==> config.mk <==
export PLATFORM = sky130hd
export DESIGN_NAME = ufrm_cfg
export DESIGN_NICKNAME = d
export VERILOG_FILES = /design/src/hw/rtl/ufrm_pkg.sv /design/src/hw/rtl/ufrm_cfg.sv
export SDC_FILE = /design/constraint.sdc
export NUM_CORES = 1
export LEC_CHECK = 0
export BUFFER_PORTS_ARGS = -buffer_cell sky130_fd_sc_hd__buf_2
export CAP_MARGIN = 20
export CORE_MARGIN = 1
export CORE_UTILIZATION = 25
export DETAILED_ROUTE_END_ITERATION = 10
export PLACE_DENSITY = 0.47
export SLEW_MARGIN = 10
export SYNTH_ARGS = -nofsm -noshare
export SYNTH_HDL_FRONTEND = slang
export SYNTH_SLANG_ARGS = --single-unit
==> constraint.sdc <==
create_clock -name clk -period 2.5 [get_ports clk]
set_input_delay 0.5 -clock clk [delete_from_list [all_inputs] [get_ports clk]]
set_output_delay 0.5 -clock clk [all_outputs]
set_load 0.005 [all_outputs]
==> src/hw/rtl/ufrm_pkg.sv <==
package ufrm_pkg;

	localparam int unsigned PAT_BYTES = 32;
	localparam int unsigned PAT_IDX_W = 5;
	localparam int unsigned REG_W     = 64;
	localparam int unsigned ADDR_W    = 6;

	typedef logic [PAT_BYTES-1:0][7:0] pat_bytes_t;

	typedef logic [2:0] reg_idx_t;
	localparam reg_idx_t REG_LENGTH    = 3'd0;
	localparam reg_idx_t REG_WORD_A    = 3'd1;
	localparam reg_idx_t REG_WORD_B    = 3'd2;
	localparam reg_idx_t REG_WORD_C    = 3'd3;
	localparam reg_idx_t REG_WORD_D    = 3'd4;
	localparam reg_idx_t REG_ANCHOR    = 3'd5;
	localparam reg_idx_t REG_THIRD     = 3'd6;
	localparam reg_idx_t REG_TYPE_MASK = 3'd7;

	typedef logic [2:0] anchor_t;
	localparam anchor_t ANCHOR_SUBSTR = 3'd0;
	localparam anchor_t ANCHOR_START  = 3'd1;
	localparam anchor_t ANCHOR_END    = 3'd2;
	localparam anchor_t ANCHOR_EXACT  = 3'd3;
	localparam anchor_t ANCHOR_DOMAIN = 3'd4;

	localparam logic [7:0] CHAR_COLON = 8'h3A;
	localparam logic [7:0] CHAR_SLASH = 8'h2F;

	typedef struct packed {
		logic [5:0] pattern_length;
		pat_bytes_t pattern;
		anchor_t    anchor_mode;
		logic       third_party_required;
		logic [7:0] type_mask;
	} ufrm_cfg_t;

	// Pattern byte at a position; positions outside the stored pattern read as zero.
	function automatic logic [7:0] pat_byte(pat_bytes_t p, int idx);
		logic [7:0] r;
		r = 8'h00;
		if (idx >= 0 && idx < int'(PAT_BYTES)) begin
			r = p[idx[PAT_IDX_W-1:0]];
		end
		return r;
	endfunction

endpackage

==> src/hw/rtl/ufrm_cfg.sv <==
module ufrm_cfg import ufrm_pkg::*; (
	input  logic              clk,
	input  logic              arst_n,
	input  logic              psel,
	input  logic              penable,
	input  logic              pwrite,
	input  logic [ADDR_W-1:0] paddr,
	input  logic [REG_W-1:0]  pwdata,
	output logic [REG_W-1:0]  prdata,
	output logic              pready,
	output ufrm_cfg_t         cfg
);

	logic [5:0]        length_q;
	logic [3:0][63:0]  words_q;
	anchor_t           anchor_q;
	logic              third_q;
	logic [7:0]        mask_q;
	logic              wr;
	reg_idx_t          idx;

	assign wr     = psel & penable & pwrite;
	assign idx    = paddr[ADDR_W-1:3];
	assign pready = 1'b1;

	always_ff @(posedge clk or negedge arst_n) begin
		if (!arst_n) begin
			length_q <= '0;
			words_q  <= '0;
			anchor_q <= ANCHOR_SUBSTR;
			third_q  <= 1'b0;
			mask_q   <= 8'hFF;
		end else if (wr) begin
			unique case (idx)
				REG_LENGTH:    length_q   <= pwdata[5:0];
				REG_WORD_A:    words_q[0] <= pwdata;
				REG_WORD_B:    words_q[1] <= pwdata;
				REG_WORD_C:    words_q[2] <= pwdata;
				REG_WORD_D:    words_q[3] <= pwdata;
				REG_ANCHOR:    anchor_q   <= pwdata[2:0];
				REG_THIRD:     third_q    <= pwdata[0];
				REG_TYPE_MASK: mask_q     <= pwdata[7:0];
			endcase
		end
	end

	always_comb begin
		unique case (idx)
			REG_LENGTH:    prdata = REG_W'(length_q);
			REG_WORD_A:    prdata = words_q[0];
			REG_WORD_B:    prdata = words_q[1];
			REG_WORD_C:    prdata = words_q[2];
			REG_WORD_D:    prdata = words_q[3];
			REG_ANCHOR:    prdata = REG_W'(anchor_q);
			REG_THIRD:     prdata = REG_W'(third_q);
			REG_TYPE_MASK: prdata = REG_W'(mask_q);
		endcase
	end

	assign cfg.pattern_length       = length_q;
	assign cfg.pattern              = pat_bytes_t'(words_q);
	assign cfg.anchor_mode          = anchor_q;
	assign cfg.third_party_required = third_q;
	assign cfg.type_mask            = mask_q;

endmodule

==> reports/metrics.cfg <==
[run_status]
status = complete, no violations

[finish]
area_delta_synth_final_pct = 33.6
fillers = 5058
layout-drive-gt1-share = 0.662
nets = 1344
multi_input_area_mm2 = 0.00519
layout_commonest_cell = buf_2
regArea_mm2 = 0.00687
final_cell_mix = buf_2, mux2_2, dfrtp_1

[drt]
post_drt_wl_per_cell_um = 21.0
avgViaCountPerCell = 4.64
drt-initial-drc-count = 338
drt-total-wl_um = 41200
final_antenna_net_count = 0
vias = 9085
dr.pass1.iters = 6
drc = 0

[synth]
ys_ff_latch = 274
async_flop_share = 1.00
avgSynthCellArea_um2 = 14.7
ys_warn_count = 0
synthFlopType = dfrtp_1
synthesis.nets = 925
seq_area_frac_synth = 0.551
synth_edf_count = 0
synth_area_mm2 = 0.0125
syn_inst = 850
ys_types = 38

[timing]
worstMarginPinSlew_ns = 0.530
clock_skew_ns = 0
final_hold_viol_count = 0
period_needed_ns = 2.35
setup_violations = 0
fin_tns_setup_ns = 0
fmax_mhz = 425
fin_crit_sh = 0.941
slew_viol_final = 0
rsz0062_at_grt = no
slew_headroom = 0.646

[critical_path]
cp_max_fo = 3
r2r_start = cfg[215]
end_kind = output pin
critical_path.startpoint = cfg[147]
critPathLaunchType = flop
r2r_slack_ns = 1.69
r2r-end = cfg[215]
required_ns = 2.00
path_class = flop to output pin
ff2ff_path_depth = 1
cp.arrival_ns = 1.85

[floorplan]
die_area_mm2 = 0.0508
rows = 81
die_w_um = 225
core_mm2 = 0.0491
die_y_um = 225
io-pin-count = 414
start_util = 0.254

[clocking]
htree_num_levels = 2
cts.repair.resized = 0
cts-root-buf = clkbuf_16
path_clk_slew_ns = 0.06
cts_tree = yes
cts_setup_buffers = 0
numCtsBuffers = 35
clockBufferDepth = 3
insertion_delay_ns = 0.52
cts_sinks = 274

[global_route]
antenna_found_initial = 2
gr-total-overflow = 0
grt.total_usage = 0.160
grt_pass1_vias = 9442
grt_pass1_wl_um = 61500
grt_start_max_net_pins = 59

[place]
place_congestion = 0.742
numPortBuffers = 409
dp_hpwl_um = 27700

[run]
drv_cap = 0

[min_path]
hold_depth = 2
min_from = pwdata[55]
min-delay-path-class = primary input to flop
min_to = cfg[259]

[pwr]
max-vdd-ir-drop_v = 0.000462
power.density_mw_per_mm2 = 847
power.leakage_nw = 8.05
fin_total_pwr_mw = 14.1

==> through the flow <==
| stage | instance area (µm²) | utilization | instances | hold WS [ns] | worst slack, ns |
|---|---|---|---|---|---|
| final | 16700 | 0.340 | 1959 | 0.240 | 0.148 |
| after global placement | 15500 | 0.316 | 1895 | 0.494 | 0.170 |
| after detailed placement | 15500 | 0.316 | 1895 | 0.502 | 0.175 |
| after CTS | 16700 | 0.340 | 1958 | 0.195 | 0.118 |
| after floorplan | 12500 | - | 850 | 0.204 | 0.392 |
| after global routing | 16700 | 0.340 | 1959 | 0.212 | 0.0566 |
==> worst max-delay path, cell delays in order, from the launching register on <==
cell      delay, ns
dfrtp_1        0.38
mux2_2         0.28
a221oi_1       0.39
a31oi_1        0.12
buf_2          0.16
==> area by class of cell <==
type / instances / area share
Tap cell: 664 / 0.0498
Clock buffer: 49 / 0.0613
Multi-Input combinational cell: 508 / 0.311
Timing Repair Buffer: 447 / 0.156
Sequential cell: 274 / 0.412
Inverter: 3 / 0.000676
Antenna cell: 1 / 0.000150
Clock inverter: 13 / 0.00871
==> cell families after synthesis <==
| group | after synthesis | share of synthesized area |
|---|---|---|
| muxes | 344 | 0.313 |
| DFF | 274 | 0.551 |
| other | 1 | 0.000301 |
| AOI/OAI and AO/OA | 128 | 0.0821 |
| buffers and inverters | 68 | 0.0353 |
| and+or+nand+nor | 35 | 0.0190 |
==> where the power goes <==
group	internal (mW)	switching (mW)	leakage (nW)
combinational	1.70	1.29	3.99
clock	3.16	1.95	0.574
sequential	5.33	0.697	3.48
==> how the worst max path moves through the flow <==
| stage | endpoint | slack [ns] | depth (start not counted) |
|---|---|---|---|
| after floorplan | prdata[11] | 0.39 | 5 |
| after global placement | prdata[7] | 0.17 | 6 |
| after detailed placement | prdata[7] | 0.17 | 6 |
| after CTS | prdata[7] | 0.12 | 4 |
| after global routing | prdata[7] | 0.06 | 4 |
| final | prdata[7] | 0.15 | 4 |
==> synth_stat cells (2+ instances only) <==
| cell type | number | area, µm² |
|---|---|---|
| mux2_2 | 336 | 3780 |
| dfrtp_1 | 266 | 6660 |
| a22oi_1 | 55 | 413 |
| o2bb2ai_1 | 55 | 482 |
| clkbuf_1 | 23 | 86.3 |
| buf_6 | 18 | 203 |
| buf_2 | 10 | 50.1 |
| buf_4 | 10 | 75.1 |
| dfstp_2 | 8 | 210 |
| nor2_1 | 6 | 22.5 |
| mux2i_1 | 5 | 50.1 |
| nand2_1 | 5 | 18.8 |
| nand3_1 | 5 | 25.0 |
| a31oi_1 | 4 | 25.0 |
| buf_1 | 4 | 15.0 |
| nor2_2 | 4 | 25.0 |
| a221oi_1 | 3 | 26.3 |
| inv_1 | 3 | 11.3 |
| mux4_2 | 3 | 67.6 |
| nand2b_1 | 3 | 18.8 |
| nand3b_1 | 3 | 22.5 |
| a21oi_1 | 2 | 10.0 |
| nor2b_1 | 2 | 12.5 |
| nor4_1 | 2 | 12.5 |
| o21ai_0 | 2 | 10.0 |
==> layer usage <==
metal | wire length [µm] | part of all wire | track usage
met1 | 17700 | 0.43 | 0.201
met2 | 19700 | 0.48 | 0.263
met3 | 2730 | 0.066 | 0.0442
met4 | 1070 | 0.026 | 0.0571
met5 | 8 | 0.00019 | 0
==> sequential cells by signal, summed over array words and instances, names as in the netlist <==
name	flops
mask_q	8
third_q	1
cfg	256
length_q	6
anchor_q	3
==> timing repair <==
item                                    4_1_cts  5_1_grt
endpoints found under the setup margin        0        0
hold buffers                                  1        0
endpoints found under the hold margin        48        0
No activity file was read; power rests on OpenSTA's default activity.
