File: config.mk
export PLATFORM = sky130hd
export DESIGN_NAME = ufrm_cell
export DESIGN_NICKNAME = d
export VERILOG_FILES = /design/src/hw/rtl/ufrm_pkg.sv /design/src/hw/rtl/ufrm_cell.sv
export SDC_FILE = /design/constraint.sdc
export NUM_CORES = 1
export LEC_CHECK = 0
export ABC_CLOCK_PERIOD_IN_PS = 6900
export BUFFER_PORTS_ARGS = -buffer_cell sky130_fd_sc_hd__buf_4
export CORE_AREA = 2 2 107 109
export DETAILED_ROUTE_END_ITERATION = 12
export DIE_AREA = 0 0 109 111
export PLACE_DENSITY = 0.65
export SLEW_MARGIN = 40
export SYNTH_ARGS = -nofsm -noshare
export SYNTH_HDL_FRONTEND = slang
export SYNTH_SLANG_ARGS = --single-unit
File: constraint.sdc
create_clock -name clk -period 6.9 [get_ports clk]
set_input_delay 0.345 -clock clk [delete_from_list [all_inputs] [get_ports clk]]
set_output_delay 0.345 -clock clk [all_outputs]
set_load 0.05 [all_outputs]
File: src/hw/rtl/ufrm_pkg.sv
package ufrm_pkg;

	localparam int unsigned PAT_BYTES = 32;
	localparam int unsigned PAT_IDX_W = 5;
	localparam int unsigned REG_W     = 64;
	localparam int unsigned ADDR_W    = 6;

	typedef logic [PAT_BYTES-1:0][7:0] pat_bytes_t;

	typedef logic [2:0] reg_idx_t;
	localparam reg_idx_t REG_LENGTH    = 3'd0;
	localparam reg_idx_t REG_WORD_A    = 3'd1;
	localparam reg_idx_t REG_WORD_B    = 3'd2;
	localparam reg_idx_t REG_WORD_C    = 3'd3;
	localparam reg_idx_t REG_WORD_D    = 3'd4;
	localparam reg_idx_t REG_ANCHOR    = 3'd5;
	localparam reg_idx_t REG_THIRD     = 3'd6;
	localparam reg_idx_t REG_TYPE_MASK = 3'd7;

	typedef logic [2:0] anchor_t;
	localparam anchor_t ANCHOR_SUBSTR = 3'd0;
	localparam anchor_t ANCHOR_START  = 3'd1;
	localparam anchor_t ANCHOR_END    = 3'd2;
	localparam anchor_t ANCHOR_EXACT  = 3'd3;
	localparam anchor_t ANCHOR_DOMAIN = 3'd4;

	localparam logic [7:0] CHAR_COLON = 8'h3A;
	localparam logic [7:0] CHAR_SLASH = 8'h2F;

	typedef struct packed {
		logic [5:0] pattern_length;
		pat_bytes_t pattern;
		anchor_t    anchor_mode;
		logic       third_party_required;
		logic [7:0] type_mask;
	} ufrm_cfg_t;

	// Pattern byte at a position; positions outside the stored pattern read as zero.
	function automatic logic [7:0] pat_byte(pat_bytes_t p, int idx);
		logic [7:0] r;
		r = 8'h00;
		if (idx >= 0 && idx < int'(PAT_BYTES)) begin
			r = p[idx[PAT_IDX_W-1:0]];
		end
		return r;
	endfunction

endpackage

File: src/hw/rtl/ufrm_cell.sv
module ufrm_cell import ufrm_pkg::*; #(
	parameter int unsigned PATTERN_MAX = 32,
	parameter int unsigned POS         = 0
) (
	input  logic                               clk,
	input  logic                               shift,
	input  logic [7:0]                         byte_in,
	input  pat_bytes_t                         pattern,
	input  logic [$clog2(PATTERN_MAX+1)-1:0]   len,
	output logic [7:0]                         byte_q,
	output logic                               ok
);

	logic       in_use;
	logic [7:0] want;

	// Window slot POS lines up with pattern byte len-1-POS.
	assign in_use = int'(len) > int'(POS);
	assign want   = pat_byte(pattern, int'(len) - int'(POS) - 1);
	assign ok     = !in_use || (byte_in == want);

	always_ff @(posedge clk) begin
		if (shift) begin
			byte_q <= byte_in;
		end
	end

endmodule

==> out/results.ini, run 1 <==
[layout]
largest-register=byte_q
final_cells=617
fin_util_pct=43.6
insertedDiodeCount=0
largest_reg_flops=8
stdcell_area_um2=4830
fin_nets=750
final_layout_size_suffix_gt1_share_pct=74.7
area_growth_pct=88.6
reg_top3=byte_q (8)

[routing]
avgRoutedWirePerCell_um=21.9
ant_nets=0
drc=0
wl_um=13500
first_pass_iters=4
drtIter0Drc=147
vias=3219
via_per_inst=5.22

[yosys]
syn-cell-area_um2=2560
syn_nets=485
ys_top_cells_by_count=mux4_2 (64), nand2_1 (42), mux2i_1 (16)
yosys.area_share.simple_pct=9.44
synth-xor-area-share_pct=3.42
synth_compound_area_share_pct=8.46
synth-main-ff-cell=edfxtp_1
synth.area.top_cells=mux4_2 (56%), edfxtp_1 (9.4%), mux2i_1 (6.3%), nand2_1 (6.2%), o32ai_1 (3.1%)
synth_area_per_cell_um2=12.1
post-synth-top-count-cell=mux4_2
yosys_warnings=0
synth_cell_types=30
ys_seq_elements=8
synth_top_area_share_pct=56.3
synth_edf_count=8
synth_top_area_cell=mux4_2
synth_fa_ha_area_share_pct=0.978
syn_inst=211
ys_seq_area_share_pct=9.39
synth_top_family_by_area=multiplexers
async_flop_share_pct=0
synthMuxAreaShare_pct=62.6

[power_and_ir_drop]
combPwrFrac_pct=68.1
power_mw=0.486
internal-power_mw=0.332
p_leak_nw=2.20
power_per_cell_area_nw_per_um2=101
switching_share_pct=31.7
clkPwrFrac_pct=19.8
switching_power_mw=0.154
peakVddDrop_v=0.000107
seq_power_share_pct=12.2

[global_routing]
grt_max_degree=45
grt_util_all_layers_pct=21.3
antenna_found_initial=0
grtUsageMet2_pct=40.3
grt-ovfl-total=0
use_met3_pct=2.76
top_usage_layer=met2
grt_use_met1_pct=25.5
grt_pass1_vias=3451
grt_first_pass_wirelength_um=19500

[clock_network]
cts-root-buf=clkbuf_16
post_cts_buffers=0
htree_levels=1
cts_buffers=3
cts-resized-gates=0
hold_buffers=0
clk_pin_slew_ps=40
cts_max_path_buffers=2
cts_tree=done
cts_sinks=8

[place]
dpl.cell_count=614
place_ws_ps=2770
io_buffers=280
placed_area_um2=4750
place.detailed.hpwl_um=11800
place_congestion=1.03

[die]
dieArea_um2=12100
die_h_um=111
boundaryPins=281
rows=39
initial_core_util_pct=23.1
die-width_um=109
core_um2=11100

[timing]
maxSlewViolCount=0
rsz0062_at_grt=no
fmax_mhz=245
worst_slack_ps=2810
min_period_over_period_pct=59.2
worst_pin_slew_ps=636
finalSetupViolations=0
max_slew_margin_pct=57.5
tns_ps=0
min_period_ps=4090
fin_hold_ws_ps=311
hold_viol=0

[min_path]
hp-class=input pin to flip-flop
holdPathEnd=byte_q[3]
whs_path_depth=1
hp-start=byte_in[3]

[setup_path]
cp_data_required_time_ps=6550
cp_max_fo=40
startpoint_type=input pin
crit_path_end_kind=output pin
path_class=input pin to output pin
crit_arrival_ps=3740

[outcome]
status=finished, final reports clean

[run]
maxCapViolations=0

-- worst max-delay path, cell delays in order --
cell and delay [ps]:
buf_4 370, inv_1 180, ha_4 640, buf_4 420, mux4_2 350, mux2i_1 170
o32ai_1 130, a211oi_1 330, xor2_1 210, nand4_1 100, o21ai_1 190, buf_4 240
-- kinds of logic after synthesis --
logic type,count (synthesis)
AO/OA/AOI/OAI,30
XOR/XNOR,10
adder cells (fa/ha/maj),2
buffers and inverters,26
flip-flops,8
multiplexers,80
AND/OR/NAND/NOR,55
-- layout make-up --
cell class	count	area [um^2]
Inverter	3	11.3
Tap cell	143	179
Clock buffer	3	75.1
Sequential cell	8	240
Multi-Input combinational cell	177	2190
Timing Repair Buffer	283	2130
Fill cell	1099	6250
-- power by group through the flow --
stage               Clock [mW]  Combinational, mW  Sequential [mW]
detailed placement           0              0.335           0.0598
global placement             0              0.329           0.0598
finish                  0.0962              0.331           0.0592
global route             0.100              0.354           0.0594
CTS                     0.0968              0.336           0.0592
floorplan                    0              0.157           0.0733
-- worst max-delay path by stage --
stage	from	to	slack [ps]	cells after the start
2_1_floorplan	len[0]	ok	2880	14
3_3_place_gp	len[0]	ok	2560	12
3_5_place_dp	len[0]	ok	2770	12
4_1_cts	len[0]	ok	2770	12
5_1_grt	len[0]	ok	2580	12
6_report	len[0]	ok	2810	12
-- cells in the final DEF, fill, tap and decap left out, drive strengths merged, types with 2 or more instances in the layout --
cell	instances
buf	283
mux4	64
nand2	42
mux2i	16
a21oi	9
o32ai	9
a211oi	8
xor2	8
edfxtp	8
inv	3
clkbuf	3
nand2b	2
nor4	2
nor3	2
xnor2	2
nand4	2
ha	2
-- per-layer routing --
layer,vias up,routed length [um]
met3,18,980
met1,1594,4960
met4,0,167
li1,1426,-
met5,-,0
met2,181,7410
No activity file was read; power rests on OpenSTA's default activity.
==> run 2, diff against run 1 <==
ABC_AREA = 1   (was default)
ABC_CLOCK_PERIOD_IN_PS = 4200   (was 6900)
CORE_AREA = 2 2 110 112   (was 2 2 107 109)
DIE_AREA = 0 0 112 114   (was 0 0 109 111)
PLACE_DENSITY = 0.67   (was 0.65)
clock period = 4.2 ns   (was 6.9 ns; I/O delays follow)
==> run 2 against run 1 <==
Synthesized area grew 21%. Cell area grew 9.6%. First-iteration DRC count grew to 2.9 times the previous value. Cell count grew 70%. Total power grew 78%. Largest cell class unchanged. Wire length grew 14%. Die area grew 5.5%. Count of clock-buffer cells in the layout is the same. Critical endpoint unchanged. Clock power grew 63%. Sequential power grew 64%. Global-route usage grew 1.6 points.
==> out/results.ini, run 2 <==
[timing]
finalSetupViolations=0  ; unchanged
rsz0062_at_grt=no  ; unchanged
min_period_ps=3100
worst_slack_ps=1100  ; was 2810 ps
fmax_mhz=322
worst_pin_slew_ps=766  ; was 636 ps
hold_viol=0  ; unchanged
maxSlewViolCount=0  ; unchanged
tns_ps=0  ; unchanged
max_slew_margin_pct=48.9  ; was 57.5%
min_period_over_period_pct=73.8

[place]
place_ws_ps=1080  ; was 2770 ps
place_congestion=0.926  ; was 1.03
place.detailed.hpwl_um=11900  ; was 11800 um
io_buffers=280  ; unchanged
dpl.cell_count=1047  ; was 614

[yosys]
synth-xor-area-share_pct=0.805  ; was 3.42%
syn_inst=661  ; was 211
ys_seq_elements=8  ; unchanged
async_flop_share_pct=0  ; unchanged
ys_seq_area_share_pct=7.73  ; was 9.39%
synth_fa_ha_area_share_pct=0.805  ; was 0.978%
synth_cell_types=18  ; was 30
synthMuxAreaShare_pct=0  ; was 62.6%
synth.area.top_cells=nand2_1 (37%), nand3_1 (35%), edfxtp_1 (7.7%), buf_2 (5.6%), nor2_1 (2.9%)  ; was mux4_2 (56%), edfxtp_1 (9.4%), mux2i_1 (6.3%), nand2_1 (6.2%), o32ai_1 (3.1%)
synth-main-ff-cell=edfxtp_1  ; unchanged
synth_area_per_cell_um2=4.70  ; was 12.1 um^2
syn_nets=935  ; was 485
synth_top_area_share_pct=37.4  ; was 56.3%
synth_compound_area_share_pct=1.77  ; was 8.46%
yosys_warnings=0  ; unchanged
post-synth-top-count-cell=nand2_1  ; was mux4_2
synth_top_area_cell=nand2_1  ; was mux4_2
synth_top_family_by_area=simple AND/OR/NAND/NOR gates  ; was multiplexers
yosys.area_share.simple_pct=77.8  ; was 9.44%
ys_top_cells_by_count=nand2_1 (310), nand3_1 (218), buf_2 (35)  ; was mux4_2 (64), nand2_1 (42), mux2i_1 (16)
syn-cell-area_um2=3110  ; was 2560 um^2
synth_edf_count=8  ; unchanged

[layout]
final_layout_size_suffix_gt1_share_pct=33.2  ; was 74.7%
area_growth_pct=70.2  ; was 88.6%
largest-register=byte_q  ; unchanged
largest_reg_flops=8  ; unchanged
fin_nets=1179  ; was 750
final_cell_mix=nand2_1 (310), buf_4 (290), nand3_1 (218), nor2_1 (24), inv_1 (20)  ; was buf_4 (282), mux4_2 (64), nand2_1 (42), mux2i_1 (16)
num-fill-cells=1363  ; was 1099
final_cells=1050  ; was 617
reg_top3=byte_q (8)  ; unchanged
insertedDiodeCount=0  ; unchanged
final_common_cell=nand2_1  ; was buf_4

[run]
maxCapViolations=0  ; unchanged

[global_routing]
grt_max_degree=82  ; was 45
antenna_found_initial=0  ; unchanged
grt_first_pass_wirelength_um=24300  ; was 19500 um
grt_pass1_vias=4996  ; was 3451
grt_util_all_layers_pct=22.9  ; was 21.3%
grt-ovfl-total=0  ; unchanged

[die]
boundaryPins=281  ; unchanged
rows=40  ; was 39
initial_core_util_pct=26.5  ; was 23.1%
die_h_um=114  ; was 111 um
dieArea_um2=12800  ; was 12100 um^2
die-width_um=112  ; was 109 um
core_um2=11700  ; was 11100 um^2

[setup_path]
cp_data_required_time_ps=3990  ; was 6550 ps
crit_path_end_kind=output pin  ; unchanged
path_class=input pin to output pin  ; unchanged
critPathBufInv=4  ; unchanged
startpoint_type=input pin  ; unchanged
max_stage_delay_ps=690  ; was 640 ps
cp_max_fo=81  ; was 40
crit_family=buffers and inverters  ; unchanged
crit_arrival_ps=2890  ; was 3740 ps
cp_slowest_cell=buf_4  ; was ha_4
cp_cell_sequence=buf_4 -> buf_4 -> buf_4 -> o21ai_0 -> o21ai_0 -> nand2_1 -> nand2_1 -> nand2_1 -> nand3_1 -> nand4_1 -> nand2_1 -> nand2_1 -> nor2_1 -> nand2_1 -> nand2_1 -> buf_4  ; was buf_4 -> inv_1 -> ha_4 -> buf_4 -> mux4_2 -> mux2i_1 -> o32ai_1 -> a211oi_1 -> xor2_1 -> nand4_1 -> o21ai_1 -> buf_4
worstSetupPathDepth=16  ; was 12
cpMostUsedCell=nand2_1  ; was buf_4

[routing]
drtIter0Drc=421  ; was 147
wl_um=15400  ; was 13500 um
ant_nets=0  ; unchanged
via_per_inst=4.90  ; was 5.22
first_pass_iters=5  ; was 4
avgRoutedWirePerCell_um=14.6  ; was 21.9 um
drc=0  ; unchanged
vias=5147  ; was 3219

[clock_network]
cts_tree=done  ; unchanged
hold_buffers=0  ; unchanged
htree_levels=1  ; unchanged
cts-resized-gates=0  ; unchanged
clk_pin_slew_ps=40  ; about the same
cts-root-buf=clkbuf_16  ; unchanged
post_cts_buffers=0  ; unchanged
cts_sinks=8  ; unchanged
cts_buffers=3  ; unchanged
cts_max_path_buffers=2  ; unchanged

[min_path]
whs_path_depth=1  ; unchanged
hp-class=input pin to flip-flop  ; unchanged

[power_and_ir_drop]
p_leak_nw=2.91  ; was 2.20 nW
peakVddDrop_v=0.000152  ; was 0.000107 V
power_per_cell_area_nw_per_um2=163  ; was 101 nW/um^2

[outcome]
status=finished, final reports clean  ; unchanged

run 2: changes by cell type in the layout (fill, tap and decap cells not counted), moves of 5 or more:
cell | previous run | this run
nand3_1 | 1 | 218
a21oi_1 | 8 | 0
nand4_1 | 2 | 9
mux4_2 | 64 | 0
buf_4 | 282 | 290
mux2i_1 | 16 | 0
nor2_1 | 1 | 24
nand2_1 | 42 | 310
o21ai_0 | 0 | 5
xor2_1 | 8 | 1
a211oi_1 | 8 | 0
o21ai_1 | 1 | 6
inv_1 | 3 | 20
o32ai_1 | 8 | 0
run 2: cell type report:
class                      instances  area (um^2)  area share, %
multi-input combinational        579         2530           47.7
timing repair buffer             290         2180           41.1
sequential                         8          240           4.54
tap                              147          184           3.48
inverter                          23         88.8           1.68
clock buffer                       3         75.1           1.42
run 2: worst paths after layout:
| check | startpoint | endpoint | slack [ps] |
|---|---|---|---|
| min | byte_in[7] | byte_q[7] | 180 |
| max | len[0] | ok | 1100 |
run 2: power by group:
group          leakage, nW  internal (mW)  total (mW)  switching, mW
combinational         2.79          0.292       0.611          0.319
clock               0.0370          0.122       0.157         0.0345
sequential          0.0783         0.0954      0.0970        0.00157
total                 2.91          0.510       0.865          0.355
run 2: through the flow:
| step | util [%] | hold slack (ps) | area (um^2) | total power [mW] |
|---|---|---|---|---|
| 5_1_grt | 45.2 | 186 | 5290 | 0.949 |
| 3_3_place_gp | 44.5 | 421 | 5220 | 0.714 |
| 4_1_cts | 45.2 | 186 | 5290 | 0.873 |
| 3_5_place_dp | 44.5 | 419 | 5220 | 0.713 |
| 2_1_floorplan | - | 309 | 3110 | 0.426 |
| 6_report | 45.2 | 184 | 5290 | 0.865 |
run 2: logic make-up after synthesis:
family | Yosys count
xor+xnor | 2
flops | 8
fa+ha+maj | 2
compound gates | 11
simple gates | 564
buf+inv | 74
run 2: routing by layer:
metal / GRT usage, % / vias to the layer above / share of wire, %
met1: 29.3 / 2257 / 42
met2: 42.1 / 223 / 50
met4: 3.33 / 0 / 1.4
met3: 3.13 / 14 / 7.2
li1: - / 2653 / -
met5: 0 / - / 0
